<file path="src/rtl/vst_pkg.sv">
package vst_pkg;

	localparam int LEN_W   = 12;
	localparam int LINE_W  = 8;
	localparam int HB_W    = 13;
	localparam int VB_W    = 20;
	localparam int ANY_W   = 17;
	localparam int TOTAL_W = 32;
	localparam int REM_W   = 9;
	localparam int PROD_W  = REM_W + LEN_W;

	localparam logic [LEN_W-1:0]  RST_CYCLES_PER_LINE = 12'd1232;
	localparam logic [LEN_W-1:0]  RST_HBLANK_START    = 12'd960;
	localparam logic [LINE_W-1:0] RST_TOTAL_LINES     = 8'd228;
	localparam logic [LINE_W-1:0] RST_VISIBLE_LINES   = 8'd160;

	localparam logic [ANY_W-1:0] TIMER_BOUND = 17'h10000;
	localparam logic [VB_W-1:0]  VBLANK_MAX  = 20'hFFFFF;

	localparam logic [1:0] REG_CYCLES_PER_LINE = 2'd0;
	localparam logic [1:0] REG_HBLANK_START    = 2'd1;
	localparam logic [1:0] REG_TOTAL_LINES     = 2'd2;
	localparam logic [1:0] REG_VISIBLE_LINES   = 2'd3;

	typedef enum logic [2:0] {
		ST_IDLE,
		ST_POS,
		ST_LINE,
		ST_WRAP,
		ST_VREM,
		ST_MUL,
		ST_DONE
	} vst_state_t;

endpackage

</file>
<file path="src/rtl/vst_div.sv">
module vst_div import vst_pkg::*; #(
	parameter int DW = 17
) (
	input  logic             clk,
	input  logic             arst_n,
	input  logic             start,
	input  logic [DW-1:0]    dividend,
	input  logic [LEN_W-1:0] divisor,
	output logic             done,
	output logic [DW-1:0]    quotient,
	output logic [LEN_W-1:0] remainder
);

	localparam int CW = $clog2(DW + 1);

	logic             busy_q;
	logic             done_q;
	logic [CW-1:0]    cnt_q;
	logic [DW-1:0]    quo_q;
	logic [LEN_W-1:0] rem_q;
	logic [LEN_W-1:0] dvs_q;
	logic [LEN_W:0]   rem_shift;
	logic             fits;

	assign rem_shift = {rem_q, quo_q[DW-1]};
	assign fits      = rem_shift >= {1'b0, dvs_q};

	always_ff @(posedge clk or negedge arst_n) begin
		if (!arst_n) begin
			busy_q <= 1'b0;
			done_q <= 1'b0;
			cnt_q  <= '0;
		end else begin
			done_q <= 1'b0;
			if (start) begin
				busy_q <= 1'b1;
				cnt_q  <= CW'(DW);
			end else if (busy_q) begin
				cnt_q <= cnt_q - 1'b1;
				if (cnt_q == CW'(1)) begin
					busy_q <= 1'b0;
					done_q <= 1'b1;
				end
			end
		end
	end

	always_ff @(posedge clk) begin
		if (start) begin
			quo_q <= dividend;
			rem_q <= '0;
			dvs_q <= divisor;
		end else if (busy_q) begin
			if (fits) begin
				rem_q <= LEN_W'(rem_shift - {1'b0, dvs_q});
			end else begin
				rem_q <= rem_shift[LEN_W-1:0];
			end
			quo_q <= {quo_q[DW-2:0], fits};
		end
	end

	assign done      = done_q;
	assign quotient  = quo_q;
	assign remainder = rem_q;

endmodule

</file>
<file path="src/rtl/video_scanline_timing.sv">
// The shared restoring divider runs twice per request, one quotient bit per cycle, on a
// dividend of W = max(ADVANCE_BITS, 12) + 1 bits, first for the line wrap and then for the frame wrap.
// A new request is taken only once the last result is loaded, which a stalled result holds off;
// in_stall is high while a request is in work or its result waits.
// Reset: arst_n clears the beam position and cycle total and loads the default timing.
module video_scanline_timing import vst_pkg::*; #(
	parameter int ADVANCE_BITS = 16
) (
	input  logic                    clk,
	input  logic                    arst_n,
	input  logic                    psel,
	input  logic                    penable,
	input  logic                    pwrite,
	input  logic [3:0]              paddr,
	input  logic [31:0]             pwdata,
	output logic [31:0]             prdata,
	output logic                    pready,
	input  logic                    in_valid,
	output logic                    in_stall,
	input  logic [ADVANCE_BITS-1:0] advance_cycles,
	output logic                    out_valid,
	input  logic                    out_stall,
	output logic [TOTAL_W-1:0]      total_count,
	output logic [LINE_W-1:0]       line_number,
	output logic [LEN_W-1:0]        line_position,
	output logic                    in_vblank,
	output logic                    in_hblank,
	output logic [HB_W-1:0]         until_hblank,
	output logic [VB_W-1:0]         until_vblank,
	output logic [VB_W-1:0]         until_video_event,
	output logic [ANY_W-1:0]        until_any_event
);

	localparam int PW = (ADVANCE_BITS > LEN_W ? ADVANCE_BITS : LEN_W) + 1;

	vst_state_t state_q, state_d;

	logic [LEN_W-1:0]  cpl_q, hbs_q;
	logic [LINE_W-1:0] tl_q, vis_q;
	logic [LEN_W-1:0]  len_eff;
	logic [LINE_W-1:0] cnt_eff;

	logic [TOTAL_W-1:0] cycle_total_q;
	logic [LEN_W-1:0]   line_offset_q;
	logic [LINE_W-1:0]  line_index_q;
	logic               lines_nz_q;
	logic [LINE_W-1:0]  lmod_q;
	logic [HB_W-1:0]    hb_q;
	logic [REM_W-1:0]   rem_q;
	logic [PROD_W-1:0]  prod_q;

	logic               cfg_wr;
	logic               in_acc;
	logic               out_load;

	logic               div_start;
	logic               div_done;
	logic [PW-1:0]      div_dividend;
	logic [LEN_W-1:0]   div_divisor;
	logic [PW-1:0]      div_quot;
	logic [LEN_W-1:0]   div_rem;
	logic [PW-1:0]      line_div_in;

	logic [LINE_W-1:0]  wrap_base;
	logic [LINE_W:0]    wrap_sum;
	logic [LINE_W:0]    wrap_line;
	logic [HB_W:0]      hb_calc;
	logic signed [10:0] rem_calc;
	logic signed [PROD_W+1:0] vb_diff;
	logic [VB_W-1:0]    vb_val;
	logic [VB_W-1:0]    video_val;
	logic [ANY_W-1:0]   any_val;

	logic               out_valid_q;
	logic [TOTAL_W-1:0] total_q;
	logic [LINE_W-1:0]  line_q;
	logic [LEN_W-1:0]   pos_q;
	logic               vbl_q, hbl_q;
	logic [HB_W-1:0]    uhb_q;
	logic [VB_W-1:0]    uvb_q, uvid_q;
	logic [ANY_W-1:0]   uany_q;

	assign pready = 1'b1;
	assign cfg_wr = psel && penable && pwrite;

	always_ff @(posedge clk or negedge arst_n) begin
		if (!arst_n) begin
			cpl_q <= RST_CYCLES_PER_LINE;
			hbs_q <= RST_HBLANK_START;
			tl_q  <= RST_TOTAL_LINES;
			vis_q <= RST_VISIBLE_LINES;
		end else if (cfg_wr) begin
			unique case (paddr[3:2])
				REG_CYCLES_PER_LINE: cpl_q <= pwdata[LEN_W-1:0];
				REG_HBLANK_START:    hbs_q <= pwdata[LEN_W-1:0];
				REG_TOTAL_LINES:     tl_q  <= pwdata[LINE_W-1:0];
				REG_VISIBLE_LINES:   vis_q <= pwdata[LINE_W-1:0];
			endcase
		end
	end

	always_comb begin
		unique case (paddr[3:2])
			REG_CYCLES_PER_LINE: prdata = 32'(cpl_q);
			REG_HBLANK_START:    prdata = 32'(hbs_q);
			REG_TOTAL_LINES:     prdata = 32'(tl_q);
			REG_VISIBLE_LINES:   prdata = 32'(vis_q);
		endcase
	end

	assign len_eff = (cpl_q == '0) ? LEN_W'(1) : cpl_q;
	assign cnt_eff = (tl_q == '0) ? LINE_W'(1) : tl_q;

	// sequencer
	always_ff @(posedge clk or negedge arst_n) begin
		if (!arst_n) begin
			state_q <= ST_IDLE;
		end else begin
			state_q <= state_d;
		end
	end

	always_comb begin
		state_d   = state_q;
		in_acc    = 1'b0;
		out_load  = 1'b0;
		div_start = 1'b0;
		unique case (state_q)
			ST_IDLE: begin
				if (in_valid) begin
					in_acc    = 1'b1;
					div_start = 1'b1;
					state_d   = ST_POS;
				end
			end
			ST_POS: begin
				if (div_done) begin
					div_start = 1'b1;
					state_d   = ST_LINE;
				end
			end
			ST_LINE: begin
				if (div_done) begin
					state_d = ST_WRAP;
				end
			end
			ST_WRAP: state_d = ST_VREM;
			ST_VREM: state_d = ST_MUL;
			ST_MUL:  state_d = ST_DONE;
			ST_DONE: begin
				if (!out_valid_q || !out_stall) begin
					out_load = 1'b1;
					state_d  = ST_IDLE;
				end
			end
		endcase
	end

	assign in_stall = (state_q != ST_IDLE);

	// shared divider: line length first, then frame length
	assign line_div_in  = (line_index_q >= cnt_eff) ? div_quot - 1'b1 : div_quot;
	assign div_dividend = (state_q == ST_IDLE)
		? PW'(line_offset_q) + PW'(advance_cycles) : line_div_in;
	assign div_divisor  = (state_q == ST_IDLE) ? len_eff : LEN_W'(cnt_eff);

	vst_div #(.DW(PW)) u_div (
		.clk       (clk),
		.arst_n    (arst_n),
		.start     (div_start),
		.dividend  (div_dividend),
		.divisor   (div_divisor),
		.done      (div_done),
		.quotient  (div_quot),
		.remainder (div_rem)
	);

	assign wrap_base = (line_index_q >= cnt_eff) ? '0 : line_index_q;
	assign wrap_sum  = {1'b0, wrap_base} + {1'b0, lmod_q};
	assign wrap_line = (wrap_sum >= {1'b0, cnt_eff}) ? wrap_sum - {1'b0, cnt_eff} : wrap_sum;

	assign hb_calc = (line_offset_q >= hbs_q)
		? (HB_W+1)'(len_eff) - (HB_W+1)'(line_offset_q) + (HB_W+1)'(hbs_q)
		: (HB_W+1)'(hbs_q) - (HB_W+1)'(line_offset_q);

	always_comb begin
		if (line_index_q >= vis_q) begin
			rem_calc = $signed({3'b0, tl_q}) - $signed({3'b0, line_index_q})
				+ $signed({3'b0, vis_q});
		end else begin
			rem_calc = $signed({3'b0, vis_q}) - $signed({3'b0, line_index_q});
		end
	end

	always_ff @(posedge clk or negedge arst_n) begin
		if (!arst_n) begin
			cycle_total_q <= '0;
			line_offset_q <= '0;
			line_index_q  <= '0;
		end else begin
			if (in_acc) begin
				cycle_total_q <= cycle_total_q + TOTAL_W'(advance_cycles);
			end
			if (state_q == ST_POS && div_done) begin
				line_offset_q <= div_rem;
			end
			if (state_q == ST_WRAP && lines_nz_q) begin
				line_index_q <= wrap_line[LINE_W-1:0];
			end
		end
	end

	always_ff @(posedge clk) begin
		if (state_q == ST_POS && div_done) begin
			lines_nz_q <= |div_quot;
		end
		if (state_q == ST_LINE && div_done) begin
			lmod_q <= div_rem[LINE_W-1:0];
		end
		if (state_q == ST_WRAP) begin
			hb_q <= hb_calc[HB_W-1:0];
		end
		if (state_q == ST_VREM) begin
			rem_q <= rem_calc[10] ? '0 : rem_calc[REM_W-1:0];
		end
		if (state_q == ST_MUL) begin
			prod_q <= PROD_W'(rem_q * len_eff);
		end
	end

	assign vb_diff = $signed({2'b0, prod_q}) - $signed((PROD_W+2)'(line_offset_q));

	always_comb begin
		if (vb_diff[PROD_W+1]) begin
			vb_val = '0;
		end else if (vb_diff[PROD_W:0] > (PROD_W+1)'(VBLANK_MAX)) begin
			vb_val = VBLANK_MAX;
		end else begin
			vb_val = vb_diff[VB_W-1:0];
		end
		video_val = (VB_W'(hb_q) < vb_val) ? VB_W'(hb_q) : vb_val;
		if (video_val >= VB_W'(TIMER_BOUND)) begin
			any_val = TIMER_BOUND;
		end else if (video_val == '0) begin
			any_val = ANY_W'(1);
		end else begin
			any_val = video_val[ANY_W-1:0];
		end
	end

	// result register
	always_ff @(posedge clk or negedge arst_n) begin
		if (!arst_n) begin
			out_valid_q <= 1'b0;
		end else if (out_load) begin
			out_valid_q <= 1'b1;
		end else if (!out_stall) begin
			out_valid_q <= 1'b0;
		end
	end

	always_ff @(posedge clk) begin
		if (out_load) begin
			total_q <= cycle_total_q;
			line_q  <= line_index_q;
			pos_q   <= line_offset_q;
			vbl_q   <= line_index_q >= vis_q;
			hbl_q   <= line_offset_q >= hbs_q;
			uhb_q   <= hb_q;
			uvb_q   <= vb_val;
			uvid_q  <= video_val;
			uany_q  <= any_val;
		end
	end

	assign out_valid         = out_valid_q;
	assign total_count       = total_q;
	assign line_number       = line_q;
	assign line_position     = pos_q;
	assign in_vblank         = vbl_q;
	assign in_hblank         = hbl_q;
	assign until_hblank      = uhb_q;
	assign until_vblank      = uvb_q;
	assign until_video_event = uvid_q;
	assign until_any_event   = uany_q;

`ifndef ASSERT_OFF
	a_accept_busy: assert property (@(posedge clk) disable iff (!arst_n)
		in_valid && !in_stall |=> state_q == ST_POS)
		else $error("accepted request did not start the divider");

	a_div_done_state: assert property (@(posedge clk) disable iff (!arst_n)
		div_done |-> state_q == ST_POS || state_q == ST_LINE)
		else $error("divider finished outside a divide state");

	a_any_range: assert property (@(posedge clk) disable iff (!arst_n)
		out_valid |-> until_any_event != '0 && until_any_event <= TIMER_BOUND)
		else $error("until_any_event out of range");

	a_video_min: assert property (@(posedge clk) disable iff (!arst_n)
		out_valid |-> until_video_event <= until_vblank)
		else $error("video event later than vblank");
`endif

endmodule

</file>
<file path="config.mk">
export PLATFORM = sky130hd
export DESIGN_NAME = video_scanline_timing
export DESIGN_NICKNAME = d
export VERILOG_FILES = /design/src/rtl/vst_pkg.sv /design/src/rtl/vst_div.sv /design/src/rtl/video_scanline_timing.sv
export SDC_FILE = /design/constraint.sdc
export NUM_CORES = 1
export LEC_CHECK = 0
export BUFFER_PORTS_ARGS = -buffer_cell sky130_fd_sc_hd__buf_4
export CELL_PAD_IN_SITES_DETAIL_PLACEMENT = 0
export CELL_PAD_IN_SITES_GLOBAL_PLACEMENT = 1
export CORE_MARGIN = 10
export CORE_UTILIZATION = 45
export DETAILED_ROUTE_END_ITERATION = 12
export PLACE_DENSITY = 0.85
export SLEW_MARGIN = 20
export SYNTH_ARGS = -nofsm -noshare
export SYNTH_HDL_FRONTEND = slang
export SYNTH_HIERARCHICAL = 1
export SYNTH_SLANG_ARGS = --single-unit
</file>
<file path="constraint.sdc">
create_clock -name clk -period 13.75 [get_ports clk]
set_input_delay 1.375 -clock clk [delete_from_list [all_inputs] [get_ports clk]]
set_output_delay 1.375 -clock clk [all_outputs]
set_load 0.02 [all_outputs]
</file>
==> results of run 1 <==
state kept, by name (all words and copies together) (netlist names), 9 cells and up:
register	flops
cycle_total_q	32
until_any_event	17
cpl_q	12
hb_q	13
line_position	12
u_div/dvs_q	12
line_offset_q	12
until_vblank	20
hbs_q	12
until_video_event	20
prod_q	21
u_div/quotient	17
total_count	32
rem_q	9
until_hblank	13
u_div/remainder	12
worst reg2reg max path: cells and delay by family (launching register included):
| family | cells | cell delay [ns] |
|---|---|---|
| fa+ha+maj | 4 | 1.37 |
| buf+inv | 1 | 0.22 |
| compound gates | 13 | 3.59 |
| flops | 1 | 0.43 |
| simple gates | 4 | 0.62 |
cells by family (layout without fill, tap and decap cells):
kind of cell,after synthesis,after routing
fa+ha+maj,274,274
flops,320,320
other cells,2,32
compound gates,391,391
simple gates,560,560
xor+xnor,141,141
mux,101,101
buf+inv,317,487
area by class of cell:
| class | instances | area, µm² |
|---|---|---|
| Clock buffer | 54 | 1050 |
| Clock inverter | 16 | 181 |
| Fill cell | 4342 | 23400 |
| Inverter | 228 | 856 |
| Multi-Input combinational cell | 1499 | 12100 |
| Sequential cell | 320 | 8990 |
| Tap cell | 664 | 831 |
| Timing Repair Buffer | 189 | 1450 |
layer usage:
metal  GRT usage (%)  vias to the layer above  share of wire, %
met2            29.3                      418                45
met3            3.56                       63               5.4
met1            25.6                     7718                48
met4            3.99                        0               1.8
li1                -                     7647                 -
met5               0                        -                 0
placed cells by master, fill, tap and decap left out, types with 9 or more instances in the layout:
master and n:
sky130_fd_sc_hd__a211oi_1 15, sky130_fd_sc_hd__a21o_1 30, sky130_fd_sc_hd__a21oi_1 98, sky130_fd_sc_hd__a31oi_1 13, sky130_fd_sc_hd__and2_1 49, sky130_fd_sc_hd__and3_1 14, sky130_fd_sc_hd__buf_4 186, sky130_fd_sc_hd__clkbuf_1 13
sky130_fd_sc_hd__clkbuf_16 39, sky130_fd_sc_hd__conb_1 32, sky130_fd_sc_hd__dfrtp_1 89, sky130_fd_sc_hd__dfstp_2 14, sky130_fd_sc_hd__dfxtp_1 12, sky130_fd_sc_hd__edfxtp_1 205, sky130_fd_sc_hd__fa_1 93, sky130_fd_sc_hd__ha_1 181
sky130_fd_sc_hd__inv_1 227, sky130_fd_sc_hd__mux2_2 41, sky130_fd_sc_hd__mux2_4 19, sky130_fd_sc_hd__mux2i_1 27, sky130_fd_sc_hd__nand2_1 195, sky130_fd_sc_hd__nand2b_1 31, sky130_fd_sc_hd__nand3_1 35, sky130_fd_sc_hd__nand4_1 19
sky130_fd_sc_hd__nor2_1 97, sky130_fd_sc_hd__nor2b_1 26, sky130_fd_sc_hd__nor3_1 35, sky130_fd_sc_hd__nor4_1 10, sky130_fd_sc_hd__o211ai_1 11, sky130_fd_sc_hd__o21a_1 11, sky130_fd_sc_hd__o21ai_0 112, sky130_fd_sc_hd__o21ai_1 9
sky130_fd_sc_hd__o21bai_1 17, sky130_fd_sc_hd__o31ai_1 10, sky130_fd_sc_hd__or3_1 10, sky130_fd_sc_hd__xnor2_1 99, sky130_fd_sc_hd__xor2_1 41
Yosys cell counts, types with 26 or more instances:
cell type,instances,share of area [%]
sky130_fd_sc_hd__a21o_1,30,1.0
sky130_fd_sc_hd__a21oi_1,99,2.2
sky130_fd_sc_hd__and2_1,49,1.4
sky130_fd_sc_hd__clkbuf_1,57,0.96
sky130_fd_sc_hd__dfrtp_1,89,10
sky130_fd_sc_hd__edfxtp_1,205,28
sky130_fd_sc_hd__fa_1,93,8.4
sky130_fd_sc_hd__ha_1,181,10
sky130_fd_sc_hd__inv_1,227,3.8
sky130_fd_sc_hd__mux2_2,41,2.1
sky130_fd_sc_hd__mux2i_1,27,1.2
sky130_fd_sc_hd__nand2_1,195,3.3
sky130_fd_sc_hd__nand2b_1,31,0.87
sky130_fd_sc_hd__nand3_1,35,0.79
sky130_fd_sc_hd__nor2_1,97,1.6
sky130_fd_sc_hd__nor2b_1,26,0.73
sky130_fd_sc_hd__nor3_1,37,0.83
sky130_fd_sc_hd__o21ai_0,112,2.5
sky130_fd_sc_hd__xnor2_1,99,3.9
sky130_fd_sc_hd__xor2_1,41,1.6
power by group:
part | switching [mW] | internal [mW]
logic | 2.65 | 2.05
clock network | 0.400 | 0.595
registers | 0.317 | 1.51
per-stage QoR:
step / utilization (%) / power (mW) / setup slack [ns] / instance area, µm² / hold slack [ns]
after floorplan: - / 5.42 / 5.74 / 22300 / 0.441
after global placement: 49.5 / 6.40 / 7.56 / 24200 / 0.461
after detailed placement: 49.5 / 6.51 / 7.49 / 24200 / 0.468
after CTS: 52.0 / 7.57 / 7.43 / 25400 / 0.482
after global routing: 52.1 / 8.30 / 6.74 / 25400 / 0.502
final: 52.1 / 7.52 / 7.40 / 25400 / 0.482
worst min path at each step:
| stage | endpoint | cells past startpoint |
|---|---|---|
| 5_1_grt | total_count[31]$_DFFE_PP_ | 0 |
| 2_1_floorplan | cycle_total_q[31]$_DFFE_PN0P_ | 1 |
| 3_3_place_gp | cycle_total_q[31]$_DFFE_PN0P_ | 1 |
| 4_1_cts | total_count[14]$_DFFE_PP_ | 0 |
| 6_report | total_count[14]$_DFFE_PP_ | 0 |
| 3_5_place_dp | total_count[14]$_DFFE_PP_ | 0 |
==> summary.md, run 1 <==
Async set-reset flop share out of synthesis: 32.2%. The DRC violations left is 0. The post-detailed-route count of antenna-violating nets was 0; the die area was 0.0586 mm². The root buffer cell was sky130_fd_sc_hd__clkbuf_16.

The multiplexer share of the synthesized area works out to 5.70%. After detailed routing, the average wire length per cell comes to 18.4 µm. The setup TNS after final layout is 0 ns, and the worst clock skew is 0.0281 ns. The logs give 5 for the number of detailed-routing iterations run before antenna repair and 15800 for the number of vias in the routed layout. The effective utilization at floorplan was 45.5%.

Across all register-to-register paths, the minimum setup slack is 7.40 ns. The post-synthesis average cell area is 10.5 µm², and the final setup violation count is 0. The register clock-pin slew on the reported worst setup and hold paths works out to 0.06 ns.

The layout overhead on the synthesized area works out to 14.6%. Headroom to the max-slew limit came out at 29.8%. The startpoint of the lowest-slack register-to-register path is tl_q[1]$_DFFE_PN0P_. Input and output buffers added on the ports amount to 174. The smallest clock period supported by the final layout is computed as 6.35 ns. After layout, the worst path uses 46.1% of the clock period. The register bit count reported by yosys came out at 320.

TritonCTS built the clock tree. Once placement completed, the tool counted placed cells totaling 2898. The slowest stage of the critical path belongs to the cell sky130_fd_sc_hd__o41ai_1. The total area inside the core boundary comes to 0.0488 mm². The synthesized netlist devotes 11.3% of its cell area to compound gates.

In this run the number of H-tree levels came out at 2. The tools report the total routing resource utilization after global routing as 18.4%. For the number of diodes added for antenna fixing, the log shows 0.

At the pin with the least slew margin, the transition time is 1.05 ns. Summing the areas of all xor and xnor instances in the mapped netlist gives 5.65% of the synthesized area. The worst path arrival time was 6.79 ns. In this run the critical register-to-register path is captured at line_index_q[4]$_DFFE_PN0P_. Dividing total power by cell area gives a power density of 296 mW/mm².

For the final count of pins violating max slew, the log shows 0. At the end of routability-driven placement, the weighted congestion stood at 0.909. For this run, the slowest stage of the critical path takes 0.70 ns.

For the count of warnings emitted by yosys, the log shows 6. At the worst endpoint, the required time is 14.20 ns. The tools report the startpoint of the most critical setup path as tl_q[1]$_DFFE_PN0P_. Combinational family with the most area after synthesis: adder cells.

Once the clock tree was built, the resizer swapped 0 gates to a different size. The family with the most delay on the worst path is compound AO/OA/AOI/OAI gates. Cells with a size suffix above 1 make up 15.4% of the layout. The synthesized netlist contains 88 unique library cells. The origin of the worst min-delay path was cycle_total_q[14]$_DFFE_PN0P_. The clock sink total is 320.

The sequential element share of the synthesized area is 40.5%, and the number of antenna violations at the first check in global routing is 0. For this run, the post-layout net count is 2609. The die is 242 µm tall.

For the maximum clock rate, the log shows 0.158 GHz. The leakage power summed over all cells is 11.1 nW, and the peak supply drop is 0.000311 V. The summed instance area of the synthesized netlist was 0.0222 mm²; the number of rows created at floorplan was 81. The detailed placement HPWL was 42000 µm. The violation count after the first detailed-route iteration was 1041; the number of buffer and inverter instances along the worst setup path was 1. The total wire length was 54500 µm.

The worst setup path is launched from a flop. The synthesized-area fraction occupied by and/or/nand/nor cells is 12.5%, and the number of enable flip-flop cells after synthesis is 205. The tools report the endpoint type of the worst setup path as a flop.

The count of cells in the finished layout, fillers not included, comes to 2970. Measured in cells, the most critical reg-to-reg path has a length of 22. The type of the setup path with the least slack is flop to flop. Setup repair after global routing left no endpoint under its margin.

The critical path goes through inv_1, nand4_1, o41ai_1, ha_1, nand2b_1, a21o_1, a21oi_1, o21ai_0, o41a_1, nor2_1, ha_1, fa_1, ha_1, nor2b_1, o21ai_0, a21oi_1, o21ai_0, a21oi_1, o21a_1, o21ai_1, a211oi_1, a211o_1. The area share of fa/ha/maj cells after synthesis works out to 18.6%. The tool flagged a number of max-cap violations equal to 0. The run gives 0 as the count of buffers added by post-CTS timing repair for setup. The clock passes through at most 3 buffers. For this run, the leading register cell type out of synthesis is sky130_fd_sc_hd__edfxtp_1. The worst hold-check path type is flop to flop.

The ratio of routed vias to standard cells was 5.34; the instance count of the mapped netlist was 2106. The critical path crosses 22 cells after its start point. The first global-routing pass estimated 87500 µm of wire. Pin placement for this block handled 218 I/O pins. The number of global-route vias before repair was 16000. Entering global routing, the biggest net connects 91 pins. Following the worst setup path forward leads to its endpoint at line_index_q[4]$_DFFE_PN0P_. The die is 242 µm wide.

Along the worst path, the maximum fanout reaches 18. In this run, post-CTS hold repair placed 0 buffers. In this run, CTS created clock tree buffers numbering 38. The flow ran to the end, and the final reports show no timing, DRC or antenna violations.

Clock latency on the worst-skew pair, taken at its later pin, is 0.56 ns. The tools report the final hold violation count as 0. The total overflow left after global routing is 0.
(Power assumes the default switching activity.)
==> inputs of run 2 (changes only) <==
--- a/config.mk
+++ b/config.mk
@@ -9,7 +9,7 @@
 export CELL_PAD_IN_SITES_DETAIL_PLACEMENT = 0
 export CELL_PAD_IN_SITES_GLOBAL_PLACEMENT = 1
 export CORE_MARGIN = 10
-export CORE_UTILIZATION = 45
+export CORE_UTILIZATION = 43
 export DETAILED_ROUTE_END_ITERATION = 12
 export PLACE_DENSITY = 0.85
 export SLEW_MARGIN = 20
==> constraint.sdc (replaced) <==
create_clock -name clk -period 5.6 [get_ports clk]
set_input_delay 0.56 -clock clk [delete_from_list [all_inputs] [get_ports clk]]
set_output_delay 0.56 -clock clk [all_outputs]
set_load 0.02 [all_outputs]
==> run 2 against run 1 <==
- clock-buffer cell count fell by 4
- non-clock buffer count rose by 26
- cell count rose by 1.3%
- clock power rose by 140%
- largest cell class unchanged
- critical endpoint is now prod_q[20]$_DFFE_PP_
- maximum frequency rose by 20%
- via count rose by 1.0%
- sequential share of layout area fell by 0.21 points
- highest routed layer unchanged
- total power rose by 150%
- die area rose by 4.3%
- sequential power rose by 140%
- global-route usage fell by 0.29 points
- clock skew fell by 0.011 ns
==> summary.md, run 2 (synthesis results as in run 1) <==
The H-tree was split into 2 levels. Element type at the critical path start: a flop. Cells fill 50.0% of the core in the end. The top cell types in the final layout, fill and taps aside, are sky130_fd_sc_hd__inv_1, sky130_fd_sc_hd__buf_4, sky130_fd_sc_hd__edfxtp_1.

The setup path with the least slack is of type flop to flop. The final critical-path share of the clock period is 94.1%, and the average wire per cell in the routed design is 18.5 µm. The logs give 55700 µm for the total wire length and 43.4% for the effective utilization at floorplan.

The die covers 0.0611 mm². 0 antenna diodes ended up in the layout. The final critical delay including setup and external delays is 5.27 ns. The logs give 0.55 ns for the clock latency reported for the late side of the worst-skew pair and 0 for the final setup violation count. The post-detailed-route count of antenna-violating nets was 0; the die boundary height was 247 µm. The maximum number of pins on one net before global-route repair is 69, and the worst clock skew is 0.0171 ns. Number of global-route vias before repair: 16200.

The tools report the count of non-filler cells in the finished layout as 3008. For the number of nets in the layout, the log shows 2634. The flow ran to the end, and the final reports show no timing, DRC or antenna violations.

TritonCTS built the clock tree. The area growth from synthesis to layout is 15.3%. The worst path meets setup with 0.331 ns of slack. The maximum clock rate came out at 0.190 GHz. The clock net in this run drives a total of 320 sinks. The TritonCTS buffer count came out at 37. The first global-routing pass estimated 88100 µm of wire. Measured along the x axis, the die boundary spans 247 µm. In the routed design, unresolved DRC markers number 0. The setup slack after placement was 0.373 ns; the worst path arrival time was 5.54 ns. The number of hold buffers added after CTS was 0. The normalized max-slew margin came out at 26.7%.

No sink is reached through more buffers than the 3 on the longest clock path. Global routing consumed, over all layers together, 18.1% of the routing resources. Global routing finished with a remaining overflow of 0. After floorplanning, the core was divided into 83 placement rows. Across the VDD grid, the largest voltage drop is 0.000613 V. The worst hold-check path type was input pin to asynchronous set/reset pin. The logs give 0 for the final hold violation count and 0.0256 mm² for the post-route cell area.

The number of antenna violations at the first check in global routing was 0; the register clock-pin slew on the reported worst setup and hold paths was 0.06 ns. Max-cap violations in this run came to 0. The required arrival time at the worst endpoint was 5.87 ns; the setup TNS after final layout was 0 ns. In the routed layout, each cell is associated on average with a via count of 5.32.

The library cell used most frequently in the layout, excluding fill and tap cells, is sky130_fd_sc_hd__inv_1. The run gives 218 as the number of top-level pins. The region available for standard cell placement spans 0.0512 mm². In the final layout, the share of cells above drive strength 1 is 16.6%. The routed layout has 16000 vias. The actual transition at the worst max-transition pin works out to 1.09 ns. Setup repair after global routing left no endpoint under its margin. The standard cell area after detailed placement was 0.0244 mm²; the violation count after the first detailed-route iteration was 967. The root buffer cell was sky130_fd_sc_hd__clkbuf_16. The congestion estimate from routability-driven global placement came to 0.912.

The HPWL after detailed placement is 43400 µm. Buffers placed on the I/O ports in this run total 174. Of all nets on the critical path, the largest fanout is 4.

For this run, the detailed router's first-pass iteration total came to 5. The tools report the final count of pins violating max slew as 0. The worst setup path is captured at a flop. For this design the ratio of total power to cell area is 726 mW/mm².

After detailed placement, the design holds a cell count of 2942. The analysis attributes to cell leakage a power of 11.2 nW.
==> run 2: final cells by class <==
type                            instances  area, µm²
Fill cell                            4520      25600
Multi-Input combinational cell       1499      12100
Sequential cell                       320       8990
Timing Repair Buffer                  215       1610
Clock buffer                           50       1050
Inverter                              228        856
Tap cell                              680        851
Clock inverter                         16        150
==> run 2: per-layer routing <==
layer | vias up | track usage, % | wire length [µm]
li1 | 7689 | - | -
met1 | 7754 | 24.3 | 25100
met2 | 477 | 29.3 | 25400
met3 | 84 | 3.75 | 3920
met4 | 0 | 5.06 | 1270
met5 | - | 0 | 0
==> run 2: path summary, 6_finish.rpt <==
check / from / slack, ns / endpoint / depth (start not counted)
worst max-delay path: cpl_q[7]$_DFFE_PN1P_ / 0.33 / prod_q[20]$_DFFE_PP_ / 19
worst min-delay path: arst_n / 0.07 / line_index_q[4]$_DFFE_PN0P_ / 1
worst max register to register: cpl_q[7]$_DFFE_PN1P_ / 0.33 / prod_q[20]$_DFFE_PP_ / 19
worst min register to register: cycle_total_q[31]$_DFFE_PN0P_ / 0.48 / cycle_total_q[31]$_DFFE_PN0P_ / 1
max in group asynchronous: arst_n / 4.36 / cycle_total_q[29]$_DFFE_PN0P_ / 2
min in group clk: pwdata[2] / 0.28 / hbs_q[2]$_DFFE_PN0P_ / 3
==> run 2: per-stage QoR <==
stage	hold slack (ns)	total power, mW
detailed placement	0.470	16.2
CTS	0.0692	18.7
finish	0.0740	18.6
floorplan	0.264	13.3
global route	0.109	20.5
global placement	0.462	15.8
==> run 2: worst max-delay path, stage by stage, from the launching register on <==
cell and delay (ns):
sky130_fd_sc_hd__dfstp_2 0.53, sky130_fd_sc_hd__nor3_1 0.05, sky130_fd_sc_hd__a31oi_1 0.37, sky130_fd_sc_hd__nor2b_1 0.13, sky130_fd_sc_hd__fa_1 0.46, sky130_fd_sc_hd__fa_1 0.49, sky130_fd_sc_hd__ha_1 0.29, sky130_fd_sc_hd__inv_1 0.05
sky130_fd_sc_hd__fa_1 0.53, sky130_fd_sc_hd__inv_1 0.04, sky130_fd_sc_hd__ha_1 0.29, sky130_fd_sc_hd__nor2b_1 0.13, sky130_fd_sc_hd__o21a_1 0.17, sky130_fd_sc_hd__o21ai_0 0.24, sky130_fd_sc_hd__a21oi_1 0.12, sky130_fd_sc_hd__o2111ai_1 0.25
sky130_fd_sc_hd__a31oi_1 0.19, sky130_fd_sc_hd__a41o_1 0.31, sky130_fd_sc_hd__nor4_1 0.25, sky130_fd_sc_hd__a311oi_1 0.09
==> run 2: power by group <==
part           total [mW]  internal, mW  leakage [nW]  switching, mW
Clock                2.38          1.42         0.589          0.964
Combinational        11.8          5.16          7.33           6.62
Sequential           4.42          3.71          3.25          0.714
Total                18.6          10.3          11.2           8.30
==> run 2: timing repair <==
| item | in CTS | in global routing |
|---|---|---|
| gates resized for setup | 0 | 1 |
| setup endpoints to repair | 0 | 4 |
| buffers inserted | 0 | 0 |
